$ cat config.mk
export PLATFORM = sky130hd
export DESIGN_NAME = srtq_front
export DESIGN_NICKNAME = d
export VERILOG_FILES = /design/src/hdl/srtq_pkg.sv /design/src/hdl/srtq_front.sv
export SDC_FILE = /design/constraint.sdc
export NUM_CORES = 1
export LEC_CHECK = 0
export BUFFER_PORTS_ARGS = -buffer_cell sky130_fd_sc_hd__buf_2
export CAP_MARGIN = 5
export CORE_MARGIN = 4
export CORE_UTILIZATION = 54
export CTS_BUF_LIST = sky130_fd_sc_hd__clkbuf_4 sky130_fd_sc_hd__clkbuf_8
export DETAILED_ROUTE_END_ITERATION = 10
export PLACE_DENSITY_LB_ADDON = 0.25
export SYNTH_ARGS = -nofsm -noshare
export SYNTH_HDL_FRONTEND = slang
export SYNTH_SLANG_ARGS = --single-unit
$ cat constraint.sdc
create_clock -name clk -period 7.7 [get_ports clk]
set_input_delay 1.155 -clock clk [delete_from_list [all_inputs] [get_ports clk]]
set_output_delay 1.155 -clock clk [all_outputs]
set_load 0.02 [all_outputs]
$ cat src/hdl/srtq_pkg.sv
// ----------------------------------------------------------------------------
// srtq_pkg: shared types and codes for the station result tracking queue
// Holds opcodes, status codes, counter selects, the command beat that moves
// from the front end to the back end, and the result beat.
// ----------------------------------------------------------------------------
package srtq_pkg;

    // Default sizes of the queue, the id range and the counters.
    localparam int QUEUE_DEPTH_DEF = 16;
    localparam int NUM_IDS_DEF     = 8;
    localparam int COUNT_WIDTH_DEF = 32;

    // Opcodes.
    localparam logic [2:0] OP_ADD_ENTRY = 3'd0;
    localparam logic [2:0] OP_NEW_PART  = 3'd1;
    localparam logic [2:0] OP_ADD_VALUE = 3'd2;
    localparam logic [2:0] OP_POP       = 3'd3;
    localparam logic [2:0] OP_CLEAR     = 3'd4;
    localparam logic [2:0] OP_SET_PART  = 3'd5;
    localparam logic [2:0] OP_READ_CNT  = 3'd6;

    // Status codes.
    localparam logic [2:0] ST_OK    = 3'd0;
    localparam logic [2:0] ST_EMPTY = 3'd1;
    localparam logic [2:0] ST_NOPOS = 3'd2;
    localparam logic [2:0] ST_DUP   = 3'd3;
    localparam logic [2:0] ST_FULL  = 3'd4;

    // Counter selects above the four evaluation rows.
    localparam logic [2:0] SEL_PARTS_IN = 3'd4;
    localparam logic [2:0] SEL_GOOD     = 3'd5;

    // Evaluation code of a passing measurement.
    localparam logic [1:0] EV_PASS = 2'd0;

    // Command beat after classification in the front end.
    typedef struct packed {
        logic [2:0]  op;
        logic [15:0] cycle_time;
        logic [2:0]  meas_id;
        logic [3:0]  back;
        logic [1:0]  eval;
        logic [31:0] meas_value;
        logic [15:0] meas_time;
        logic [31:0] part_number_in;
        logic [2:0]  counter_select;
    } cmd_t;

    // Result beat.
    typedef struct packed {
        logic [2:0]  status;
        logic [31:0] part_number;
        logic [15:0] entry_cycle_time;
        logic [2:0]  out_id;
        logic [31:0] out_value;
        logic [15:0] out_time;
        logic [1:0]  out_eval;
        logic        has_value;
        logic        part_good;
        logic [31:0] newest_part_number;
        logic [31:0] counter_value;
        logic        last;
    } res_t;

endpackage

$ cat src/hdl/srtq_front.sv
// ----------------------------------------------------------------------------
// srtq_front: input side of the station result tracking queue
// Accepts input beats, resolves the target offset of a measurement and keeps
// the commands in a two-entry queue for the back end.
// ----------------------------------------------------------------------------
module srtq_front
(
    input  logic                clk,
    input  logic                rst_n,
    input  logic                in_valid,
    output logic                in_stall,
    input  logic [2:0]          opcode,
    input  logic [15:0]         cycle_time,
    input  logic [2:0]          meas_id,
    input  logic [3:0]          station_offset,
    input  logic                is_dummy,
    input  logic [1:0]          eval_code,
    input  logic [31:0]         meas_value,
    input  logic [15:0]         meas_time,
    input  logic [31:0]         part_number_in,
    input  logic [2:0]          counter_select,
    output logic                cmd_valid,
    output srtq_pkg::cmd_t      cmd,
    input  logic                cmd_take
);

    srtq_pkg::cmd_t q_reg [2];
    logic           wr_ptr_reg;
    logic           rd_ptr_reg;
    logic [1:0]     fill_reg;
    logic           push;
    srtq_pkg::cmd_t cmd_in;

    // Classify the beat: a dummy measurement targets the newest entry.
    always_comb
    begin
        cmd_in.op             = opcode;
        cmd_in.cycle_time     = cycle_time;
        cmd_in.meas_id        = meas_id;
        cmd_in.back           = is_dummy ? 4'd0 : station_offset;
        cmd_in.eval           = eval_code;
        cmd_in.meas_value     = meas_value;
        cmd_in.meas_time      = meas_time;
        cmd_in.part_number_in = part_number_in;
        cmd_in.counter_select = counter_select;
    end

    assign in_stall  = (fill_reg == 2'd2);
    assign push      = in_valid && !in_stall;
    assign cmd_valid = (fill_reg != 2'd0);
    assign cmd       = q_reg[rd_ptr_reg];

    // Command queue storage.
    always_ff @(posedge clk)
    begin
        if (push)
        begin
            q_reg[wr_ptr_reg] <= cmd_in;
        end
    end

    // Command queue pointers and fill level.
    always_ff @(posedge clk or negedge rst_n)
    begin
        if (!rst_n)
        begin
            wr_ptr_reg <= 1'b0;
            rd_ptr_reg <= 1'b0;
            fill_reg   <= 2'd0;
        end
        else
        begin
            if (push)
            begin
                wr_ptr_reg <= !wr_ptr_reg;
            end
            if (cmd_take)
            begin
                rd_ptr_reg <= !rd_ptr_reg;
            end
            fill_reg <= fill_reg + 2'(push) - 2'(cmd_take);
        end
    end

`ifndef NO_ASSERTIONS
    // The back end never takes a command from an empty queue.
    a_take_nonempty: assert property (@(posedge clk) disable iff (!rst_n)
        cmd_take |-> cmd_valid)
        else $error("command taken from empty queue");

    // The fill level stays within the two entries.
    a_fill_range: assert property (@(posedge clk) disable iff (!rst_n)
        fill_reg != 2'd3)
        else $error("command queue overfilled");

    // A push into a full queue cannot happen.
    a_no_overflow: assert property (@(posedge clk) disable iff (!rst_n)
        (fill_reg == 2'd2 && !cmd_take) |=> fill_reg == 2'd2)
        else $error("command queue level lost");
`endif

endmodule

* Yosys cells after proc, flatten, opt, wreduce, memory -nomap -nowiden *
Memories as Yosys holds them, arrays and structs flattened.
Cells that the tools add are included.

word-level totals
  register bits after elaboration = 4
  memory bits (writable) = 222
  output and inout bits = 113
  logic and storage cells = 15
  memories kept = 1

cells by class
  add/subtract/negate cells = 2
  equality and inequality tests = 1
  multiplexer cells = 3
  reductions and logical operators = 5

memory list
  name   depth  bits a word  read ports  clocked after Yosys merged registers in  wr ports  RTL line          source
  q_reg  2      111          1           0                                        1         srtq_front.sv:27  srtq_pkg::cmd_t q_reg [2];

operators by type and width
  cell                  number
  $mux W4               1
  $logic_not A1 Y1      3
  $add A2 B1 Y2         1
  $eq A2 B2 Y1 const B  1
  $mux W1               2
  $reduce_bool A2 Y1    1
  $sub A2 B1 Y2         1
  $logic_and A1 B1 Y1   1

* Depth between registers and ports, before layout *
Gate-level depths: netlist (run 1).

  depth after elaboration = 5
  depth in mapped cells = 7
  depth with buffers taken out = 7

* Least setup slack after synthesis (run 1) *
Ideal clock, no wire load.

  kind = input to register
  from = in in_valid
  to = mem q_reg[0][0] (netlist bit) (enable)
  library setup time = 0.582 ns
  arrival time = 5.865 ns
  data required time = 7.118 ns
  slack = 1.253 ns
  cell stages on the path = 2
  path buffers = 0
  cells stage by stage = nand2_1 > nor2_1

on the way
  word-level cells in the longest chain between the ends = 3

ends and longest elaborated chain
  what                           RTL line          source
  start: declaration             srtq_front.sv:10  input logic in_valid,
  $logic_and A1 B1 Y1            srtq_front.sv:49  assign push = in_valid && !in_stall;
  $mux W1                        srtq_front.sv:56  if (push)
  $mux W1 (implied by the code)  srtq_front.sv:58  q_reg[wr_ptr_reg] <= cmd_in;
  end: declaration               srtq_front.sv:27

Every way passes these cells.

==> results of run 1 <==
## cell families (layout without fill, tap and decap cells)
group / Yosys count / in the layout / share of synthesized area
xor+xnor: 4 / 4 / 0.00425
fa+ha+maj: 2 / 2 / 0.00303
buf+inv: 14 / 295 / 0.0146
flops: 226 / 226 / 0.820
mux: 111 / 111 / 0.152
other cells: 0 / 3 / 0
simple gates: 9 / 9 / 0.00622
## cells in the final DEF, fill, tap and decap left out
cell type  Yosys  final
and3_4         0      1
buf_2          3    228
buf_4          1      4
clkbuf_4       0     13
clkbuf_8       0     40
clkinv_1       0      5
clkinv_2       0      3
dfrtp_1        4      3
dfrtp_4        0      1
diode_2        0      3
edfxtp_1     222    222
ha_1           2      2
inv_1          2      2
mux2_2       111    111
nand2_1        1      1
nand2b_1       1      1
nor2_4         0      1
nor2b_1        4      4
or2_2          1      1
xnor2_1        3      3
xor2_1         1      1
## worst reg2reg max path: stages, from the launching register on
cell	delay [ps]
dfrtp_1	400
nand2b_1	120
and3_4	710
buf_4	770
## final timing paths
path / startpoint / endpoint / slack, ps / cells after the start
setup / recovery: rd_ptr_reg / cmd[48] / 3750 / 3
hold / removal: rst_n / fill_reg[1] / 470 / 1
setup reg to reg: fill_reg[1] / q_reg[1][103] / 5310 / 3
hold reg to reg: fill_reg[0] / fill_reg[0] / 540 / 1
max in group asynchronous: rst_n / rd_ptr_reg / 7090 / 1
min in group clk: fill_reg[0] / fill_reg[0] / 540 / 1
## routing by layer
metal,GRT usage,up-vias,share of wire
li1,-,1972,-
met1,0.209,2074,0.39
met2,0.301,179,0.50
met3,0.0562,33,0.085
met4,0.0735,2,0.027
met5,0,-,0.00083
## cell type report
| cell class | count | area, µm² |
|---|---|---|
| repair buffers | 232 | 1170 |
| fillers | 986 | 4510 |
| clock inverters | 8 | 33.8 |
| clock buffers | 53 | 648 |
| well taps | 184 | 230 |
| inverters | 2 | 7.51 |
| multi-input cells | 126 | 1370 |
| diodes | 3 | 7.51 |
| flip-flops and latches | 226 | 6770 |
## stage by stage
step	hold WS, ps	total power, mW
6_report	468	4.02
4_1_cts	428	4.08
5_1_grt	421	4.22
2_1_floorplan	460	2.75
3_5_place_dp	539	3.12
3_3_place_gp	496	3.09
## report_power, final
group / leakage (nW) / internal [mW] / switching [mW]
clock network: 0.367 / 0.536 / 0.414
registers: 2.11 / 1.69 / 0.119
logic: 1.42 / 0.500 / 0.766
total: 3.89 / 2.72 / 1.30
==> run summary, run 1 <==
Largest net degree at the start of global routing - 71
Critical Path Max Stage Delay - 930 ps
Unique masters post-synth - 16
CP bufs+invs - 2
Layout cells sized above 1 - 0.623
First-pass GRT wire length - 24.0 mm
Cell taking the most area after synthesis - edfxtp_1
Post-Syn Nets - 484
Synthesized area per cell - 22.5 µm²
Most frequent cell after synthesis - edfxtp_1
Dpl ws - 4230 ps
Max_cap viols - 0
Synth Register Bits - 226
Total routing usage reported by global routing - 0.177
Post-synth EDFFs - 222
Setup Skew - 16.4 ps
Top-area cell type share of the netlist area - 0.808
Cells after synthesis - 366
Synth top area cells - edfxtp_1, mux2_2, dfrtp_1, buf_6, xnor2_1
Asr flop ratio synth - 0.0177
Slowest CP cell - dfrtp_4
Sequential fraction of the synthesis area - 0.820
DRC viols - 0
Pre-Repair DR Iteration Count - 4
Final wirelength - 15.7 mm
Status - complete, no violations
Final hold violations - 0
Slew HR - 0.378
Routed Antenna Nets - 0
Tmin final - 3950 ps
Fin crit share - 0.513
Final setup vio count - 0
DR WL/cell - 18.8 µm
Final Cell Area - 10200 µm²
Setup repair bufs after CTS - 0
Post-Layout Cell Count - 834
Overflow after GRT - 0
Worst-path cell chain - buf_4 > mux2_2 > buf_2
CP Class - reg2out
Placed Area - 9550 µm²
Area Overhead vs Synth - 24.2%
PortBufs - 228
TritonCTS buffer count - 36
RePlAce Congestion - 0.730
Worst setup EP type - primary output
Max-slew violations - 0
Clock sinks - 226
Root Buffer - clkbuf_8
RSZ-0062 raised after global routing - false
Boundary pin count - 229
Cell Pwr Density - 393 nW/µm²
Htree depth - 2
Via count - 4260
Max reg flops - 222
Final worst slack - 3750 ps
Post-CTS Hold Buffers - 0
Yosys Warn Count - 0
Worst-Margin Slew - 932 ps
Post-DP HPWL - 10.4 mm
VDD IR max - 268 µV
Final core occ - 0.694
Std-Cell Rows - 44
Cell Count Post-Placement - 770
Die X - 132 µm
Startpoint type of the worst setup path - flop
Number of cells upsized or downsized after cts - 0
CTS tree - done
Clock Latency Late Sink - 490 ps
Synthesized area - 8250 µm²
Initial DRC Count - 178
Leak - 3.89 nW
Final setup TNS - 0 ps
Ys flop type - edfxtp_1
Maximum fanout along the worst path - 57
Largest delay share family, worst path - flip-flops
Die Area - 17300 µm²
Die Height - 132 µm
Initial antenna violation count - 4
Fin nets - 742
Fmax - 253 MHz
Max clock buf depth - 3
Hold/Removal Path Class - in2async
Vias in the first global route - 4597
DR vias/cell - 5.11
Placeable Area - 14800 µm²
Data arrival, critical path - 2800 ps
Synth cell count leaders - edfxtp_1, mux2_2, buf_6, dfrtp_1, nor2b_1
Initial Utilization - 0.559
Clock transition at path regs - 60 ps
CP Data Required Time - 6550 ps
Power figures use the tool's default switching activity.
==> run 2, diff against run 1 <==
clock period = 4.1 ns   (was 7.7 ns; I/O delays follow)
==> run summary, run 2 (same netlist as run 1, synthesis figures left out) <==
Cell Pwr Density - 737 nW/µm² (+88%)
Area Overhead vs Synth - 24.7%
DRC viols - 0 (unchanged)
Max_cap viols - 0 (unchanged)
RePlAce Congestion - 0.715 (-2.0%)
Htree depth - 2 (unchanged)
Routed Antenna Nets - 0 (unchanged)
Worst setup EP type - primary output
RSZ-0062 raised after global routing - false
TritonCTS buffer count - 37 (+2.8%)
Final hold violations - 0 (unchanged)
Via count - 4267 (+0.16%)
Worst-path cell chain - buf_12 > mux2_2 > buf_2
Boundary pin count - 229 (unchanged)
Register-to-register setup slack - 2130 ps (-3180 ps)
Grt met3 use - 0.0547 (-0.00153)
Final wirelength - 15.4 mm (-2.0%)
Initial antenna violation count - 2 (-2)
PortBufs - 228 (unchanged)
Die Area - 17300 µm² (unchanged)
Commonest non-fill, non-tap cell in the layout - buf_2
Maximum fanout along the worst path - 67 (+18%)
First-pass GRT wire length - 23.8 mm (-0.69%)
Critical Path Max Stage Delay - 830 ps (-100 ps)
VDD IR max - 425 µV (+59%)
Met2 Use GR - 0.309 (+0.00745)
Gr busiest metal - met2
Clock transition at path regs - 60 ps (about the same)
Hold WS - 300 ps (-167 ps)
CP Class - reg2out
Initial DRC Count - 164 (-7.9%)
Clock sinks - 226 (unchanged)
Max-slew violations - 0 (unchanged)
Leak - 3.90 nW (+0.25%)
Max reg flops - 222 (unchanged)
Hold Path Depth - 1
Final setup vio count - 0 (unchanged)
CTS tree - done
Slowest CP cell - dfrtp_4
Fin crit share - 0.727
Overflow after GRT - 0 (unchanged)
DR WL/cell - 18.4 µm (-2.2%)
R2r startpoint - fill_reg[1]
Met1 usage in global routing - 0.196 (-0.0127)
Final core occ - 0.697 (+0.00271)
DR vias/cell - 5.10 (about the same)
Max clock buf depth - 3 (unchanged)
Hold/Removal Path Class - in2reg
Final setup TNS - 0 ps (unchanged)
Hold Path Origin - meas_value[2]
Layout cells sized above 1 - 0.621 (-0.00229)
Pre-Repair DR Iteration Count - 4 (unchanged)
Worst-Margin Slew - 907 ps (-25.8 ps)
CP Data Required Time - 3480 ps (-3070 ps)
Fin nets - 744 (+0.27%)
Worst Hold End - q_reg[1][53]
Clock Latency Late Sink - 500 ps (about the same)
Die X - 132 µm (unchanged)
Root Buffer - clkbuf_8
Placeable Area - 14800 µm² (unchanged)
Slew HR - 0.396 (+0.0172)
Startpoint type of the worst setup path - flop
Fmax - 336 MHz
Std-Cell Rows - 44 (unchanged)
Largest net degree at the start of global routing - 69 (-2.8%)
Number of cells upsized or downsized after cts - 0 (unchanged)
Total routing usage reported by global routing - 0.176 (-0.00110)
Commonest cells after routing, fill and taps aside - buf_2, edfxtp_1, mux2_2
Tmin final - 2980 ps
Setup Skew - 14.1 ps (-2.31 ps)
Data arrival, critical path - 2360 ps (-440 ps)
R2r worst-path depth - 3 (unchanged)
Die Height - 132 µm (unchanged)
Initial Utilization - 0.559 (unchanged)
Status - complete, no violations
Vias in the first global route - 4669 (+1.6%)
Post-DP HPWL - 10.1 mm (-2.3%)
Reg-to-Reg End - q_reg[1][108]
run 2: changes by cell type in the layout (fill, tap and decap cells not counted), sizes merged:
| cell | before | now |
|---|---|---|
| clkbuf | 53 | 50 |
| clkinvlp | 0 | 2 |
| diode | 3 | 1 |
| clkinv | 8 | 12 |
| dlygate4sd3 | 0 | 1 |
run 2: repair_timing:
| action | 4_1_cts | 5_1_grt |
|---|---|---|
| buffers inserted | 0 | 0 |
| hold buffers | 1 | 0 |
| hold endpoints to repair | 4 | 0 |
| endpoints found under the setup margin | 0 | 0 |
run 2: worst max path at each step:
stage / slack [ps] / startpoint / cells past startpoint / endpoint
after floorplan: 60 / in_valid / 2 / q_reg[0][0]
after global placement: 1650 / rd_ptr_reg / 3 / cmd[89]
after detailed placement: 1640 / rd_ptr_reg / 3 / cmd[71]
after CTS: 1080 / rd_ptr_reg / 3 / cmd[71]
after global routing: 1010 / rd_ptr_reg / 3 / cmd[71]
final: 1120 / rd_ptr_reg / 3 / cmd[20]
run 2: layer usage:
| metal | part of all wire | vias to the layer above | wire [µm] |
|---|---|---|---|
| met5 | 0.0010 | - | 16 |
| met4 | 0.028 | 2 | 429 |
| met3 | 0.074 | 30 | 1140 |
| met2 | 0.52 | 167 | 8080 |
| met1 | 0.37 | 2090 | 5730 |
| li1 | - | 1978 | - |
run 2: area by class of cell:
cell class | count | area [µm²]
Sequential cell | 226 | 6770
Fill cell | 998 | 4470
Multi-Input combinational cell | 126 | 1370
Timing Repair Buffer | 233 | 1210
Clock buffer | 50 | 626
Tap cell | 184 | 230
Clock inverter | 14 | 66.3
Inverter | 2 | 7.51
Antenna cell | 1 | 2.50
run 2: worst max-delay path: cells and delay by family, from the launching register on:
| kind | cells | cell delay, ps |
|---|---|---|
| buf+inv | 2 | 560 |
| flops | 1 | 830 |
| mux | 1 | 400 |
run 2: stage by stage:
step           instances  setup WS, ps  total power [mW]  instance area, µm²
2_1_floorplan        366          63.4              5.15                8250
3_3_place_gp         770          1650              5.82                9580
3_5_place_dp         770          1640              5.87                9580
4_1_cts              835          1080              7.69               10300
5_1_grt              836          1010              7.95               10300
6_report             836          1120              7.58               10300
run 2: report_power, final:
group	internal (mW)	switching (mW)
Clock	0.989	0.803
Sequential	3.16	0.201
Combinational	0.958	1.47
Total	5.11	2.47
==> run 3, diff against run 2 <==
clock period = 2.8 ns   (was 4.1 ns; I/O delays follow)
==> run summary, run 3 (same netlist as run 1, synthesis figures left out) <==
Final setup TNS - 0 ps (unchanged)
Root Buffer - clkbuf_8
Commonest cells after routing, fill and taps aside - buf_2, edfxtp_1, mux2_2
Total routing usage reported by global routing - 0.176 (about the same)
PortBufs - 228 (unchanged)
Initial Utilization - 0.559 (unchanged)
Std-Cell Rows - 44 (unchanged)
Via count - 4281 (+0.33%)
Overflow after GRT - 0 (unchanged)
Data arrival, critical path - 2120 ps (-240 ps)
Max clock buf depth - 3 (unchanged)
Die Area - 17300 µm² (unchanged)
Register-to-register setup slack - 980 ps (-1150 ps)
Setup repair bufs after CTS - 0 (unchanged)
Clock Latency Late Sink - 490 ps (about the same)
Worst setup EP type - primary output
Max-slew violations - 0 (unchanged)
R2r worst-path depth - 4 (+1)
RePlAce Congestion - 0.766 (+7.1%)
Number of cells upsized or downsized after cts - 0 (unchanged)
Routed Antenna Nets - 0 (unchanged)
Vias in the first global route - 4705 (+0.77%)
DR WL/cell - 18.5 µm (+0.28%)
Critical Path Max Stage Delay - 760 ps (-70 ps)
CTS tree - done
Max reg flops - 222 (unchanged)
Placeable Area - 14800 µm² (unchanged)
Worst-path cell chain - buf_4 > mux2_2 > buf_2
R2r startpoint - fill_reg[1]
Clock transition at path regs - 60 ps (about the same)
Total power - 11.1 mW (+47%)
Die X - 132 µm (unchanged)
RSZ-0062 raised after global routing - false
Startpoint type of the worst setup path - flop
Commonest non-fill, non-tap cell in the layout - buf_2
Post-CTS Hold Buffers - 1 (unchanged)
Initial antenna violation count - 4 (+2)
Hold Path Depth - 1 (unchanged)
Hold/Removal Path Class - in2reg
Fin nets - 746 (+0.27%)
Clock sinks - 226 (unchanged)
Leak - 3.92 nW (+0.52%)
Layout cells sized above 1 - 0.621 (unchanged)
Final hold violations - 0 (unchanged)
Fmax - 394 MHz
Status - complete, no violations
Final setup vio count - 0 (unchanged)
Initial DRC Count - 185 (+13%)
Slowest CP cell - dfrtp_4
Htree depth - 2 (unchanged)
Crit path from - rd_ptr_reg
Area Overhead vs Synth - 25.1%
Worst-Margin Slew - 683 ps (-224 ps)
Tmin final - 2540 ps
VDD IR max - 698 µV (+64%)
CP Data Required Time - 2380 ps (-1100 ps)
Hold WS - 115 ps (-186 ps)
Setup crit end - cmd[106]
Slew HR - 0.545 (+0.149)
DR vias/cell - 5.11 (+0.21%)
CP Class - reg2out
Cell Pwr Density - 1080 nW/µm² (+46%)
Setup Skew - 9.72 ps (-4.38 ps)
Final wirelength - 15.5 mm (+0.40%)
TritonCTS buffer count - 36 (-2.7%)
Fin crit share - 0.907
Pre-Repair DR Iteration Count - 4 (unchanged)
DRC viols - 0 (unchanged)
Max_cap viols - 0 (unchanged)
Maximum fanout along the worst path - 34 (-49%)
Die Height - 132 µm (unchanged)
Reg-to-Reg End - q_reg[0][54]
First-pass GRT wire length - 24.4 mm (+2.2%)
Post-DP HPWL - 10.2 mm (+0.97%)
Largest net degree at the start of global routing - 61 (-12%)
Boundary pin count - 229 (unchanged)
-- run 3: cell count changes in the layout (fill, tap and decap cells not counted), sizes merged --
cell and delta:
clkbuf -6, buf +3, diode +1, bufinv +1, clkinvlp -2, clkinv +4
-- run 3: worst min path at each step --
stage	from	to	slack, ps
2_1_floorplan	rst_n	fill_reg[0]	120
3_3_place_gp	rst_n	fill_reg[0]	230
3_5_place_dp	rst_n	fill_reg[1]	230
4_1_cts	meas_time[6]	q_reg[0][41]	80
5_1_grt	part_number_in[8]	q_reg[1][11]	80
6_report	meas_value[13]	q_reg[0][64]	110
-- run 3: area by class of cell --
| type | count | area, µm² |
|---|---|---|
| Antenna cell | 2 | 5.00 |
| Multi-Input combinational cell | 126 | 1370 |
| Sequential cell | 226 | 6770 |
| Tap cell | 184 | 230 |
| Inverter | 2 | 7.51 |
| Clock buffer | 44 | 562 |
| Fill cell | 975 | 4440 |
| Clock inverter | 17 | 101 |
| Timing Repair Buffer | 236 | 1270 |
-- run 3: per-layer routing --
| metal | up-vias | track usage | share of wire |
|---|---|---|---|
| met5 | - | 0 | 0.0012 |
| met4 | 4 | 0.0613 | 0.020 |
| met3 | 29 | 0.0738 | 0.10 |
| met2 | 185 | 0.285 | 0.49 |
| met1 | 2072 | 0.214 | 0.39 |
| li1 | 1991 | - | - |
-- run 3: report_power, final --
group | switching (mW) | internal [mW] | total [mW] | leakage [nW]
sequential | 0.276 | 4.63 | 4.90 | 2.11
clock | 1.16 | 1.41 | 2.57 | 0.359
combinational | 2.18 | 1.47 | 3.65 | 1.45
-- run 3: worst max-delay path: cells and delay by family, from the launching register on --
family	cells	cell delay (ps)
DFF	1	760
muxes	1	370
buffers and inverters	2	490
-- run 3: through the flow --
| stage | std cells | worst slack (ps) | util | instance area [µm²] |
|---|---|---|---|---|
| after global placement | 773 | 789 | 0.653 | 9640 |
| final | 837 | 261 | 0.699 | 10300 |
| after detailed placement | 773 | 761 | 0.653 | 9640 |
| after global routing | 837 | 148 | 0.699 | 10300 |
| after CTS | 835 | 194 | 0.699 | 10300 |
| after floorplan | 366 | 117 | - | 8260 |
